### config.mk
export PLATFORM = sky130hd
export DESIGN_NAME = response_line_framer_unit
export DESIGN_NICKNAME = d
export VERILOG_FILES = /design/src/rtl/core/rlf_pkg.sv /design/src/rtl/core/rlf_framer.sv /design/src/rtl/core/rlf_burst_buffer.sv /design/src/rtl/core/response_line_framer_unit.sv
export SDC_FILE = /design/constraint.sdc
export NUM_CORES = 1
export LEC_CHECK = 0
export BUFFER_PORTS_ARGS = -buffer_cell sky130_fd_sc_hd__buf_2
export CAP_MARGIN = 20
export CELL_PAD_IN_SITES_DETAIL_PLACEMENT = 0
export CELL_PAD_IN_SITES_GLOBAL_PLACEMENT = 1
export CORE_MARGIN = 4
export CORE_UTILIZATION = 41
export DETAILED_ROUTE_END_ITERATION = 7
export PLACE_DENSITY = 0.73
export SYNTH_ARGS = -nofsm -noshare
export SYNTH_HDL_FRONTEND = slang
export SYNTH_SLANG_ARGS = --single-unit
### constraint.sdc
create_clock -name clk -period 8.4 [get_ports clk]
set_clock_uncertainty 0.1 [all_clocks]
set_input_delay 0.42 -clock clk [delete_from_list [all_inputs] [get_ports clk]]
set_output_delay 0.42 -clock clk [all_outputs]
set_load 0.02 [all_outputs]
### src/rtl/core/rlf_pkg.sv
// ----------------------------------------------------------------------------
// rlf_pkg
// Shared types and constants of the response line framer.
// ----------------------------------------------------------------------------
package rlf_pkg;

    localparam logic [7:0] CH_CR     = 8'h0D;
    localparam logic [7:0] CH_LF     = 8'h0A;
    localparam logic [7:0] CH_PROMPT = 8'h3E;
    localparam logic [7:0] CH_NUL    = 8'h00;

    localparam logic [7:0] MIN_CHUNK = 8'd20;
    localparam logic [7:0] MAX_CHUNK = 8'd244;

    localparam int unsigned SLOTS = 3;

    typedef enum logic [0:0] {
        CFG_LINK_UP       = 1'b0,
        CFG_CHUNK_PAYLOAD = 1'b1
    } cfg_index_t;

    typedef enum logic [0:0] {
        OP_TEXT = 1'b0,
        OP_END  = 1'b1
    } op_t;

    typedef struct packed {
        logic [7:0] out_byte;
        logic       chunk_end;
        logic       response_end;
    } result_t;

    typedef struct packed {
        logic [1:0]          count;
        result_t [SLOTS-1:0] slot;
    } burst_t;

    function automatic logic [7:0] clamp_chunk(input logic [7:0] size);
        logic [7:0] c;
        c = size;
        if (c < MIN_CHUNK)
        begin
            c = MIN_CHUNK;
        end
        if (c > MAX_CHUNK)
        begin
            c = MAX_CHUNK;
        end
        return c;
    endfunction

endpackage

### src/rtl/core/rlf_framer.sv
// ----------------------------------------------------------------------------
// rlf_framer
// Turns one accepted input beat into a burst of up to three framed bytes and
// tracks the chunk fill count and the pending CR-LF state.
// ----------------------------------------------------------------------------
module rlf_framer
(
    input  logic            clk,
    input  logic            rst_n,
    input  logic            accept,
    input  logic            operation,
    input  logic [7:0]      text_char,
    input  logic            add_line_feed,
    input  logic            link_up,
    input  logic [7:0]      chunk_payload,
    output rlf_pkg::burst_t burst
);
    import rlf_pkg::*;

    logic [7:0] fill_count_reg;
    logic [7:0] fill_count_next;
    logic       skip_next_lf_reg;
    logic       skip_next_lf_next;

    always_comb
    begin
        logic [7:0]       cap;
        logic [7:0]       fill;
        logic [1:0]       n;
        logic [SLOTS-1:0][7:0] bytes;
        logic [SLOTS-1:0] prompt;

        cap               = clamp_chunk(chunk_payload);
        n                 = 2'd0;
        bytes             = '0;
        prompt            = '0;
        skip_next_lf_next = skip_next_lf_reg;
        burst             = '0;

        if (!link_up)
        begin
            skip_next_lf_next = 1'b0;
        end
        else if (operation == OP_END)
        begin
            bytes[0]          = CH_CR;
            skip_next_lf_next = 1'b0;
            if (add_line_feed)
            begin
                bytes[1]  = CH_LF;
                bytes[2]  = CH_PROMPT;
                prompt[2] = 1'b1;
                n         = 2'd3;
            end
            else
            begin
                bytes[1]  = CH_PROMPT;
                prompt[1] = 1'b1;
                n         = 2'd2;
            end
        end
        else if (text_char == CH_LF && skip_next_lf_reg)
        begin
            skip_next_lf_next = 1'b0;
        end
        else if (text_char == CH_CR || text_char == CH_LF)
        begin
            bytes[0]          = CH_CR;
            bytes[1]          = CH_LF;
            n                 = add_line_feed ? 2'd2 : 2'd1;
            skip_next_lf_next = (text_char == CH_CR);
        end
        else if (text_char == CH_NUL)
        begin
            skip_next_lf_next = 1'b0;
        end
        else
        begin
            bytes[0]          = text_char;
            n                 = 2'd1;
            skip_next_lf_next = 1'b0;
        end

        fill = fill_count_reg;
        for (int i = 0; i < SLOTS; i++)
        begin
            burst.slot[i].out_byte     = bytes[i];
            burst.slot[i].response_end = prompt[i];
            if (2'(i) < n)
            begin
                fill = fill + 8'd1;
                if (prompt[i] || fill >= cap)
                begin
                    burst.slot[i].chunk_end = 1'b1;
                    fill = 8'd0;
                end
            end
        end
        burst.count = n;

        if (!link_up || operation == OP_END)
        begin
            fill_count_next = 8'd0;
        end
        else
        begin
            fill_count_next = fill;
        end
    end

    always_ff @(posedge clk or negedge rst_n)
    begin
        if (!rst_n)
        begin
            fill_count_reg   <= 8'd0;
            skip_next_lf_reg <= 1'b0;
        end
        else if (accept)
        begin
            fill_count_reg   <= fill_count_next;
            skip_next_lf_reg <= skip_next_lf_next;
        end
    end

endmodule

### src/rtl/core/rlf_burst_buffer.sv
// ----------------------------------------------------------------------------
// rlf_burst_buffer
// Holds one burst of framed bytes and hands it out a beat at a time; a new
// burst loads in the cycle the last byte of the previous one is taken.
// ----------------------------------------------------------------------------
module rlf_burst_buffer
(
    input  logic            clk,
    input  logic            rst_n,
    input  logic            load,
    input  rlf_pkg::burst_t burst,
    output logic            load_ready,
    output logic            m_tvalid,
    input  logic            m_tready,
    output logic [7:0]      m_tdata,   // [7:0] out_byte
    output logic [1:0]      m_tuser,   // [0] chunk_end, [1] response_end
    output logic            m_tlast    // run_last
);
    import rlf_pkg::*;

    logic [1:0]                count_reg;
    logic [1:0]                count_next;
    result_t [SLOTS-1:0]       slot_reg;
    result_t [SLOTS-1:0]       slot_next;
    logic                      pop;

    assign m_tvalid   = (count_reg != 2'd0);
    assign m_tlast    = (count_reg == 2'd1);
    assign m_tdata    = slot_reg[0].out_byte;
    assign m_tuser    = {slot_reg[0].response_end, slot_reg[0].chunk_end};
    assign pop        = m_tvalid && m_tready;
    assign load_ready = !m_tvalid || (pop && m_tlast);

    always_comb
    begin
        count_next = count_reg;
        slot_next  = slot_reg;
        if (pop)
        begin
            count_next = count_reg - 2'd1;
            for (int i = 0; i < SLOTS - 1; i++)
            begin
                slot_next[i] = slot_reg[i + 1];
            end
        end
        if (load)
        begin
            count_next = burst.count;
            slot_next  = burst.slot;
        end
    end

    always_ff @(posedge clk or negedge rst_n)
    begin
        if (!rst_n)
        begin
            count_reg <= 2'd0;
        end
        else
        begin
            count_reg <= count_next;
        end
    end

    always_ff @(posedge clk)
    begin
        slot_reg <= slot_next;
    end

endmodule

### src/rtl/core/response_line_framer_unit.sv
// ----------------------------------------------------------------------------
// response_line_framer_unit
// Frames response text into bytes for a notification link.
//
// Input stream: one beat per character or end-of-response marker; s_tuser
// carries the operation, s_tdata the character and the line feed flag.
// Output stream: one beat per framed byte; m_tuser flags chunk and response
// ends, m_tlast marks the last byte caused by an input beat.
// Configuration: cfg_we writes cfg_wdata to register cfg_index
// (0 link_up, 1 chunk_payload) at the clock edge; write only while idle.
// First output byte: in the cycle after its input beat is accepted.
// Throughput: the output stage emits one byte per cycle while m_tready is
// high. An ordinary character yields one byte, a line end one or two and
// an end of response two or three; a new beat is taken as the last byte
// of the previous burst is taken, or whenever no byte is held.
// Stall: the held burst waits for m_tready; s_tready drops until its last
// byte is taken, and a new beat loads in that same cycle.
// Reset: link down, chunk size 20, fill count and CR state cleared, output
// empty.
// ----------------------------------------------------------------------------
module response_line_framer_unit
(
    input  logic       clk,
    input  logic       rst_n,
    input  logic       s_tvalid,
    output logic       s_tready,
    input  logic [15:0] s_tdata,  // [7:0] text_char, [8] add_line_feed, zero fill
    input  logic       s_tuser,   // [0] operation
    output logic       m_tvalid,
    input  logic       m_tready,
    output logic [7:0] m_tdata,   // [7:0] out_byte
    output logic [1:0] m_tuser,   // [0] chunk_end, [1] response_end
    output logic       m_tlast,   // run_last
    input  logic       cfg_we,
    input  logic       cfg_index,
    input  logic [7:0] cfg_wdata
);
    import rlf_pkg::*;

    logic       link_up_reg;
    logic [7:0] chunk_payload_reg;
    logic       accept;
    burst_t     burst;

    assign accept = s_tvalid && s_tready;

    always_ff @(posedge clk or negedge rst_n)
    begin
        if (!rst_n)
        begin
            link_up_reg       <= 1'b0;
            chunk_payload_reg <= 8'd20;
        end
        else if (cfg_we)
        begin
            unique case (cfg_index_t'(cfg_index))
                CFG_LINK_UP:       link_up_reg       <= cfg_wdata[0];
                CFG_CHUNK_PAYLOAD: chunk_payload_reg <= cfg_wdata;
                default:           link_up_reg       <= link_up_reg;
            endcase
        end
    end

    rlf_framer u_framer
    (
        .clk           (clk),
        .rst_n         (rst_n),
        .accept        (accept),
        .operation     (s_tuser),
        .text_char     (s_tdata[7:0]),
        .add_line_feed (s_tdata[8]),
        .link_up       (link_up_reg),
        .chunk_payload (chunk_payload_reg),
        .burst         (burst)
    );

    rlf_burst_buffer u_buffer
    (
        .clk        (clk),
        .rst_n      (rst_n),
        .load       (accept),
        .burst      (burst),
        .load_ready (s_tready),
        .m_tvalid   (m_tvalid),
        .m_tready   (m_tready),
        .m_tdata    (m_tdata),
        .m_tuser    (m_tuser),
        .m_tlast    (m_tlast)
    );

endmodule
==> results of run 1 <==
==> cell families after synthesis <==
kind of cell	Yosys count	share of synthesized area
AO/OA/AOI/OAI	79	0.226
AND/OR/NAND/NOR	113	0.199
adder cells (fa/ha/maj)	20	0.0821
XOR/XNOR	11	0.0319
flip-flops	37	0.333
buffers and inverters	34	0.0813
multiplexers	13	0.0473
==> metrics by stage <==
| stage | std cells | utilization | area (µm²) | total power, mW | setup WS (ps) |
|---|---|---|---|---|---|
| after floorplan | 307 | - | 3020 | 0.511 | 3170 |
| after global placement | 422 | 0.434 | 3130 | 0.550 | 2150 |
| after detailed placement | 422 | 0.434 | 3130 | 0.555 | 2150 |
| after CTS | 431 | 0.450 | 3250 | 0.709 | 2120 |
| after global routing | 431 | 0.450 | 3250 | 0.756 | 1760 |
| final | 431 | 0.450 | 3250 | 0.699 | 2140 |
==> placed cells by master, fill, tap and decap left out, drive strengths merged, types with 2 or more instances in the layout <==
cell	instances
a22o	7
a21o	5
xor2	3
edfxtp	16
nor2	18
nand2	35
buf	36
and2	6
o21ai	20
a21oi	14
dfrtp	18
mux2i	3
a21boi	3
a32o	2
xnor2	8
nor3	7
ha	18
a31oi	4
nand2b	5
clkbuf	5
nand3	12
o22ai	3
nor2b	3
maj3	2
and3	16
inv	14
mux2	10
nor3b	2
o211ai	5
dfstp	2
a32oi	2
and2b	2
a2111oi	2
==> where the power goes <==
group,switching (mW),internal [mW]
Sequential,0.0260,0.245
Clock,0.0648,0.0874
Combinational,0.172,0.104
==> critical path, cell delays in order (launching register included) <==
cell and delay, ps:
dfrtp_1 460, ha_1 360, and3_1 200, nand3_1 90, xnor2_1 260, ha_1 290, and3_1 160, a221o_1 350
a21oi_2 250, o21ai_2 200, nor2_1 290, mux2_2 250, ha_1 240, inv_1 150, a221oi_4 310, nand3_1 140
xor2_1 190, ha_1 310, and4_1 200, o21ai_0 90, a31o_1 220, o211ai_4 390, nor2_1 180, a22o_1 280
a22o_1 190
==> final timing paths <==
kind | end | cells past startpoint | startpoint
worst max-delay path | u_framer.fill_count_reg[1] | 24 | u_framer.fill_count_reg[0]
worst min-delay path | chunk_payload_reg[5] | 2 | cfg_wdata[5]
worst max register to register | u_framer.fill_count_reg[1] | 24 | u_framer.fill_count_reg[0]
worst min register to register | u_buffer.m_tuser[1] | 2 | u_buffer.slot_reg[10]
max in group asynchronous | chunk_payload_reg[2] | 2 | rst_n
min in group asynchronous | chunk_payload_reg[3] | 2 | rst_n
==> area by class of cell <==
class / instances / area, µm² / area share
sequential: 37 / 1000 / 0.309
timing repair buffer: 37 / 190 / 0.0585
multi-input combinational: 236 / 1770 / 0.544
clock buffer: 5 / 68.8 / 0.0212
tap: 99 / 124 / 0.0381
clock inverter: 3 / 41.3 / 0.0127
inverter: 14 / 52.6 / 0.0162
==> routing by layer <==
| metal | part of all wire | global-route usage | wire [µm] | up-vias |
|---|---|---|---|---|
| met5 | 0 | 0 | 0 | - |
| met4 | 0.018 | 0.0421 | 114 | 0 |
| met3 | 0.042 | 0.0288 | 270 | 11 |
| met2 | 0.48 | 0.261 | 3090 | 58 |
| met1 | 0.46 | 0.202 | 2930 | 1089 |
| li1 | - | - | - | 1164 |
==> results by group, run 1 <==
Clock tree
  – H-Tree Depth: 2
  – Post_cts resized: 0
  – Root buf cell: clkbuf_8
  – TritonCTS clock tree: done
  – Total setup buffers inserted after CTS: 0
  – Clk sinks: 37
  – Cts bufs inserted: 5
  – Worst skew pair latency: 290 ps
  – Clk slew on worst S/H paths: 80 ps
  – # hold bufs at CTS: 1
  – CTS Buffer Depth: 2

Worst setup path
  – CP arrival: 6340 ps
  – Worst EP required: 8480 ps
  – Critical Path Fanout Max: 9
  – R2R setup slack: 2140 ps
  – Critical path type: flip-flop to flip-flop
  – CP Capture Type: flip-flop
  – CP startpoint kind: flip-flop

Logic synthesis
  – Post-synth EDFFs: 16
  – Sequential-to-total area share from yosys stat: 0.333
  – Most frequent cell after synthesis: nand2_1
  – Synth area leader: edfxtp_1
  – Top cell type's share of synthesized area: 0.159
  – Post-Syn Instances: 307
  – Ys flop type: dfrtp_1
  – Syn nets: 356
  – Distinct cells, synth: 69
  – Synth area leaders: edfxtp_1 16%, dfrtp_1 15%, ha_1 7.5%
  – YS warnings: 0
  – Mean Syn Cell Area: 9.83 µm²
  – Post-synthesis register bit count: 37
  – Mapped cell area: 0.00302 mm²
  – FFs w/ async S/R, synth: 0.541
  – Post-synth top cells: 34 x nand2_1, 18 x dfrtp_1, 18 x ha_1, 18 x nor2_1, 17 x o21ai_0

Job
  – Max Cap Violations: 0

Pwr
  – PwrDens: 215 mW/mm²
  – Leak pwr: 1.44 nW
  – Worst VDD drop: 0.0880 mV

STA
  – Fmax: 160 MHz
  – Hold Violations, Final: 0
  – Fin crit period: 6260 ps
  – RSZ-0062 raised after global routing: no
  – Final slew viol count: 0
  – Final setup TNS: 0 ps
  – Hold WS: 254 ps
  – Least-Margin Pin Slew: 643 ps
  – Rel. slew slack: 0.570
  – Final Cycle Share: 0.745
  – Setup-failing EPs final: 0

Outcome
  – Outcome: finished clean

Layout
  – Area Overhead vs Synth: 7.67%
  – Layout cells sized above 1: 0.262
  – Ant. Diodes: 0
  – Layout Nets: 380
  – Filler cells: 740

Die
  – # rows: 31
  – Core ar.: 0.00721 mm²
  – Die height: 93.8 µm
  – IO Pins: 44
  – Die area: 0.00880 mm²
  – Die width: 93.8 µm
  – Initial core utilization: 0.418

Drt
  – ANT nets after route: 0
  – Via Count: 2322
  – Drt drc: 0
  – Pre-antenna DRT Iters: 5
  – Drt via density: 5.39
  – DRT iter0 DRCs: 114
  – WL per Instance: 14.9 µm
  – Final wirelength: 6.41 mm

Global routing
  – GR Util All Layers: 0.155
  – First-pass GRT wire length: 10.8 mm
  – Antenna violations before repair: 0
  – Total gr overflow: 0
  – Largest net degree at the start of global routing: 21
  – Number of global-route vias before repair: 2209

Worst hold path
  – Hold crit path type: input pin to flip-flop

Placed design
  – Placer Congestion: 0.843
  – Port Buf Inserts: 36
  – Post-DP HPWL: 5.04 mm
Power figures use the tool's default switching activity.
==> run 2, diff against run 1 <==
Clock period 8.4 ns to 6.3 ns, I/O delays scaled along.
==> run 2 against run 1 <==
  * Critical path depth up 1
  * Sequential power increased by 33%
  * Die area stayed put
  * Combinational power is 34% higher
  * Global-route usage up 0.13 points
  * Sequential cell count is the same
  * Sequential share of layout area decreased by 0.54 points
  * Via count about the same
  * Non-clock buffer count is 4 higher
  * Power is 41% higher
  * Critical path type unchanged
  * Critical endpoint is now u_framer.fill_count_reg[0]
  * Largest cell class unchanged
==> results by group, run 2 (synthesis results as in run 1) <==
Layout
  – Most common cell after layout, fill and taps aside: buf_2
  – Cell area after layout: 0.00331 mm² (+1.8%)
  – Ant. Diodes: 0 (unchanged)
  – Commonest non-fill, non-tap cells in the layout: 36 x buf_2, 34 x nand2_1, 18 x nor2_1, 18 x ha_1, 18 x dfrtp_1
  – Area Overhead vs Synth: 9.58%
  – Layout Nets: 384 (+1.1%)
  – Layout cells sized above 1: 0.274 (+0.0118)
  – Filler cells: 737 (-0.41%)

Job
  – Max Cap Violations: 0 (unchanged)

STA
  – Hold WS: 144 ps (-110 ps)
  – Setup ws final: 523 ps (-1620 ps)
  – Final Cycle Share: 0.917 (+0.172)
  – Final slew viol count: 0 (unchanged)
  – Least-Margin Pin Slew: 628 ps (-15.5 ps)
  – Final setup TNS: 0 ps (unchanged)
  – Setup-failing EPs final: 0 (unchanged)
  – RSZ-0062 raised after global routing: no
  – Fin crit period: 5780 ps (-483 ps)
  – Fmax: 173 MHz (+8.4%)
  – Rel. slew slack: 0.580 (+0.0103)
  – Hold Violations, Final: 0 (unchanged)

Worst setup path
  – CP Capture Type: flip-flop
  – RR Startpoint: u_framer.fill_count_reg[0]
  – Worst R2R End: u_framer.fill_count_reg[0]
  – Worst setup path start: u_framer.fill_count_reg[0]
  – Critical Path Fanout Max: 7 (-2)
  – R2R setup slack: 520 ps (-1620 ps)
  – CP startpoint kind: flip-flop
  – Worst EP required: 6390 ps (-2090 ps)
  – R2R cell count: 25 (+4.2%)
  – Critical path type: flip-flop to flip-flop
  – CP arrival: 5860 ps (-480 ps)

Clock tree
  – CTS Buffer Depth: 2 (unchanged)
  – Total setup buffers inserted after CTS: 0 (unchanged)
  – H-Tree Depth: 2 (unchanged)
  – Clk slew on worst S/H paths: 80 ps (about the same)
  – Root buf cell: clkbuf_8
  – Worst skew pair latency: 290 ps (about the same)
  – Clk sinks: 37 (unchanged)
  – Cts bufs inserted: 5 (unchanged)
  – TritonCTS clock tree: done

Pwr
  – PwrDens: 298 mW/mm² (+39%)
  – Leak pwr: 1.48 nW (+2.6%)
  – Total power: 986 µW (+41%)
  – Worst VDD drop: 0.142 mV (+61%)

Global routing
  – First-pass GRT wire length: 10.9 mm (+1.0%)
  – Antenna violations before repair: 0 (unchanged)
  – Number of global-route vias before repair: 2205 (-0.18%)
  – Total gr overflow: 0 (unchanged)
  – Largest net degree at the start of global routing: 21 (unchanged)
  – GR Util All Layers: 0.156 (+0.00126)

Drt
  – Final wirelength: 6.48 mm (+1.1%)
  – DRT iter0 DRCs: 75 (-34%)
  – WL per Instance: 14.9 µm (+0.16%)
  – Drt drc: 0 (unchanged)
  – Via Count: 2320 (-0.086%)
  – ANT nets after route: 0 (unchanged)
  – Pre-antenna DRT Iters: 4 (-1)
  – Drt via density: 5.33 (-1.0%)

Die
  – Initial core utilization: 0.418 (unchanged)
  – # rows: 31 (unchanged)
  – Die width: 93.8 µm (unchanged)
  – IO Pins: 44 (unchanged)
  – Core ar.: 0.00721 mm² (unchanged)
  – Die height: 93.8 µm (unchanged)
  – Die area: 0.00880 mm² (unchanged)

Placed design
  – Pre-CTS setup slack: 540 ps (-1610 ps)
  – Port Buf Inserts: 36 (unchanged)
  – Placer Congestion: 0.855 (+1.4%)
  – Placed inst area: 0.00316 mm² (+0.96%)
  – Post-DP HPWL: 5.16 mm (+2.4%)

Worst hold path
  – Hold crit path type: input pin to flip-flop
  – WHS Path Cells: 2 (unchanged)
  – Worst hold start: cfg_wdata[7]
  – Worst Hold End: chunk_payload_reg[7]

Outcome
  – Outcome: finished clean
-- run 2: cell count changes in the layout (fill, tap and decap cells not counted), sizes merged --
cell	delta
clkinvlp	-1
bufinv	+1
buf	+4
clkinv	-1
inv	+1
-- run 2: layout make-up --
| class | instances | area [µm²] | share of cell area |
|---|---|---|---|
| multi-input combinational | 236 | 1770 | 0.535 |
| sequential | 37 | 1000 | 0.303 |
| timing repair buffer | 41 | 220 | 0.0666 |
| tap | 99 | 124 | 0.0375 |
| clock buffer | 5 | 68.8 | 0.0208 |
| clock inverter | 3 | 68.8 | 0.0208 |
| inverter | 14 | 52.6 | 0.0159 |
-- run 2: through the flow --
step / instances / util
after CTS: 435 / 0.458
after global placement: 426 / 0.438
after floorplan: 307 / -
final: 435 / 0.458
after global routing: 435 / 0.458
after detailed placement: 426 / 0.438
-- run 2: critical path: stages (launching register included) --
cell and delay (ps):
dfrtp_1 490, ha_1 340, and3_1 190, nand3_1 90
xnor2_1 240, ha_1 290, and3_1 170, a221o_1 360
a21oi_2 260, o21ai_2 100, nor2_1 180, mux2_2 230
ha_1 240, inv_1 150, a221oi_4 300, nand3_1 130
xor2_1 190, ha_1 310, and4_1 200, o21ai_0 90
a31o_1 220, o211ai_4 180, buf_4 210, nor3_1 70
a21o_1 170, a22o_1 170
-- run 2: worst max path at each step --
stage	to	slack, ps	cells after the start
3_5_place_dp	u_framer.fill_count_reg[0]	540	25
4_1_cts	u_framer.fill_count_reg[0]	500	25
6_report	u_framer.fill_count_reg[0]	520	25
2_1_floorplan	u_framer.fill_count_reg[1]	1070	24
5_1_grt	u_framer.fill_count_reg[0]	170	25
3_3_place_gp	u_framer.fill_count_reg[0]	520	25
-- run 2: report_power, final --
group,leakage (nW),switching [mW],internal [mW]
clock,0.0687,0.0937,0.159
combinational,0.987,0.231,0.141
sequential,0.420,0.0351,0.326
total,1.48,0.360,0.626
-- run 2: timing repair --
| item | CTS | global route |
|---|---|---|
| hold buffers | 1 | 0 |
| resized for setup | 0 | 0 |
| endpoints found under the hold margin | 18 | 0 |
-- run 2: metal layers --
metal	global-route usage	share of wire	vias to the layer above
li1	-	-	1173
met1	0.201	0.45	1086
met2	0.267	0.49	54
met3	0.0288	0.043	7
met4	0.0433	0.013	0
met5	0	0	-
==> run 3, diff against run 2 <==
Settings changed: CORE_MARGIN 4 to 10, PLACE_DENSITY 0.73 to 0.71, SLEW_MARGIN set to 20, SYNTH_HIERARCHICAL set to 1.
==> run 3 against run 2 <==
  * Core utilization grew 0.43 points
  * Critical endpoint is now u_framer/fill_count_reg[6]
  * Sequential power grew 44%
  * Critical path type unchanged
  * Clock power shrank 19%
  * Via count grew 18%
  * Fmax shrank 1.3%
  * First-iteration DRC count grew 68%
  * Synthesized area grew 22%
  * Non-clock buffer count grew 17
  * Global-route usage shrank 2.9 points
  * Power grew 25%
  * Combinational power grew 36%
==> results by group, run 3 <==
Worst setup path
  – RR Startpoint: chunk_payload_reg[4]
  – Slowest-stage cell, CP: dfstp_2
  – CP startpoint kind: flip-flop
  – Worst R2R End: u_framer/fill_count_reg[6]
  – CP Capture Type: flip-flop
  – Worst EP required: 6410 ps (+20 ps)
  – CP peak stage delay: 580 ps (+90 ps)
  – CP arrival: 5960 ps (+100 ps)
  – R2R setup slack: 450 ps (-70 ps)
  – Worst setup path start: chunk_payload_reg[4]
  – Critical path type: flip-flop to flip-flop
  – R2R cell count: 28 (+12%)
  – Critical Path Fanout Max: 6 (-1)

Global routing
  – GR Util met3: 0.0246 (-0.00421)
  – First-pass GRT wire length: 13.7 mm (+26%)
  – GR peak layer: met2
  – GR Util met2: 0.189 (-0.0780)
  – Largest net degree at the start of global routing: 50 (+140%)
  – GR Util met1: 0.182 (-0.0189)
  – Number of global-route vias before repair: 2707 (+23%)
  – Total gr overflow: 0 (unchanged)
  – Antenna violations before repair: 0 (unchanged)
  – GR Util All Layers: 0.127 (-0.0294)

Logic synthesis
  – Post-synth EDFFs: 30 (+14)
  – YS warnings: 6 (+6)
  – Mean Syn Cell Area: 9.85 µm² (+0.19%)
  – Top cell type's share of synthesized area: 0.245 (+0.0860)
  – Sequential-to-total area share from yosys stat: 0.382 (+0.0496)
  – Post-synth top cells: 31 x mux2_2, 30 x edfxtp_1, 29 x inv_1
  – Synth area leader: edfxtp_1
  – Post-Syn Instances: 373 (+21%)
  – Ys flop type: edfxtp_1
  – Mapped cell area: 0.00367 mm² (+22%)
  – FFs w/ async S/R, synth: 0.400 (-0.141)
  – Most frequent cell after synthesis: mux2_2
  – Post-synthesis register bit count: 50 (+35%)
  – Synth area leaders: edfxtp_1 25%, dfrtp_1 12%, mux2_2 9.5%
  – Distinct cells, synth: 67 (-2.9%)

Clock tree
  – TritonCTS clock tree: done
  – Clk slew on worst S/H paths: 100 ps (+20 ps)
  – H-Tree Depth: 2 (unchanged)
  – Root buf cell: clkbuf_8
  – CTS Buffer Depth: 2 (unchanged)
  – Clk sinks: 50 (+35%)
  – Worst skew pair latency: 310 ps (+20 ps)
  – Cts bufs inserted: 5 (unchanged)
  – Total setup buffers inserted after CTS: 0 (unchanged)

Die
  – Core ar.: 0.00872 mm² (+21%)
  – # rows: 34 (+9.7%)
  – IO Pins: 44 (unchanged)
  – Die height: 115 µm (+22%)
  – Initial core utilization: 0.421 (+0.00292)
  – Die width: 115 µm (+22%)
  – Die area: 0.0131 mm² (+49%)

Drt
  – Drt via density: 5.32 (-0.21%)
  – Drt drc: 0 (unchanged)
  – WL per Instance: 15.9 µm (+6.7%)
  – Pre-antenna DRT Iters: 4 (unchanged)
  – Final wirelength: 8.18 mm (+26%)
  – Via Count: 2741 (+18%)
  – DRT iter0 DRCs: 126 (+68%)
  – ANT nets after route: 0 (unchanged)

STA
  – Hold Violations, Final: 0 (unchanged)
  – Rel. slew slack: 0.450 (-0.130)
  – Fin crit period: 5850 ps (+74.9 ps)
  – Setup-failing EPs final: 0 (unchanged)
  – Least-Margin Pin Slew: 822 ps (+194 ps)
  – Fmax: 171 MHz (-1.3%)
  – Final slew viol count: 0 (unchanged)
  – Hold WS: 132 ps (-12.1 ps)
  – RSZ-0062 raised after global routing: no
  – Final setup TNS: 0 ps (unchanged)
  – Final Cycle Share: 0.929 (+0.0119)

Placed design
  – Placer Congestion: 0.871 (+1.9%)
  – Port Buf Inserts: 36 (unchanged)
  – Post-Place Cells: 506 (+19%)
  – Post-DP HPWL: 6.13 mm (+19%)

Pwr
  – Worst VDD drop: 0.247 mV (+74%)
  – Leak pwr: 1.70 nW (+15%)
  – Total power: 1.23 mW (+25%)
  – PwrDens: 305 mW/mm² (+2.1%)

Layout
  – Ant. Diodes: 0 (unchanged)
  – Core Util, Final: 0.463 (+0.00432)
  – Largest register FFs: 20
  – Filler cells: 837 (+14%)
  – Layout Nets: 455 (+18%)
  – Layout cells sized above 1: 0.297 (+0.0235)
  – Fin cells: 515 (+18%)
  – Area Overhead vs Synth: 9.84%
  – Commonest non-fill, non-tap cells in the layout: 36 x buf_2, 31 x mux2_2, 30 x edfxtp_1
  – Most common cell after layout, fill and taps aside: buf_2

Job
  – Max Cap Violations: 0 (unchanged)

Worst hold path
  – Hold crit path type: input pin to flip-flop
  – Worst Hold End: chunk_payload_reg[6]
  – Worst hold start: cfg_wdata[6]
  – WHS Path Cells: 2 (unchanged)

Outcome
  – Outcome: finished clean
run 3: worst max path at each step:
stage / end / depth (start not counted)
2_1_floorplan: u_framer/fill_count_reg[6] / 27
3_3_place_gp: u_framer/fill_count_reg[6] / 28
3_5_place_dp: u_framer/fill_count_reg[6] / 28
4_1_cts: u_framer/fill_count_reg[6] / 28
5_1_grt: u_framer/fill_count_reg[6] / 28
6_report: u_framer/fill_count_reg[6] / 28
run 3: where the power goes:
group	internal (mW)	leakage (nW)	switching, mW
sequential	0.482	0.546	0.0375
clock	0.0826	0.0502	0.121
combinational	0.205	1.10	0.301
total	0.770	1.70	0.460
run 3: metal layers:
| layer | wire length (µm) | vias to the layer above |
|---|---|---|
| met1 | 4100 | 1283 |
| met5 | 0 | - |
| met4 | 84 | 0 |
| met3 | 374 | 7 |
| li1 | - | 1388 |
| met2 | 3630 | 63 |
run 3: cell families after synthesis:
group	Yosys count	synth area share
flops	50	0.382
fa+ha+maj	19	0.0644
buf+inv	67	0.0995
simple gates	112	0.161
other cells	1	0.00102
compound gates	79	0.163
xor+xnor	13	0.0310
mux	32	0.0978
run 3: area by class of cell:
type | count | area [µm²] | share of cell area
sequential | 50 | 1410 | 0.348
tap | 108 | 135 | 0.0335
multi-input combinational | 262 | 1940 | 0.481
clock inverter | 3 | 28.8 | 0.00713
clock buffer | 5 | 68.8 | 0.0171
inverter | 29 | 109 | 0.0270
timing repair buffer | 58 | 348 | 0.0862
run 3: timing repair:
action,4_1_cts,5_1_grt
endpoints found under the hold margin,18,0
endpoints found under the setup margin,0,1
gates resized for setup,0,4
hold buffers,1,0
run 3: per-stage QoR:
step | setup slack [ps] | area [µm²]
3_5_place_dp | 332 | 3910
6_report | 448 | 4040
2_1_floorplan | 547 | 3700
5_1_grt | 37.2 | 4040
4_1_cts | 287 | 4020
3_3_place_gp | 427 | 3910
run 3: critical path, delay by kind of cell, from the launching register on:
family | cells | cell delay, ps
XOR/XNOR | 1 | 140
flip-flops | 1 | 580
buffers and inverters | 2 | 260
AO/OA/AOI/OAI | 11 | 1920
adder cells (fa/ha/maj) | 4 | 980
AND/OR/NAND/NOR | 10 | 1780
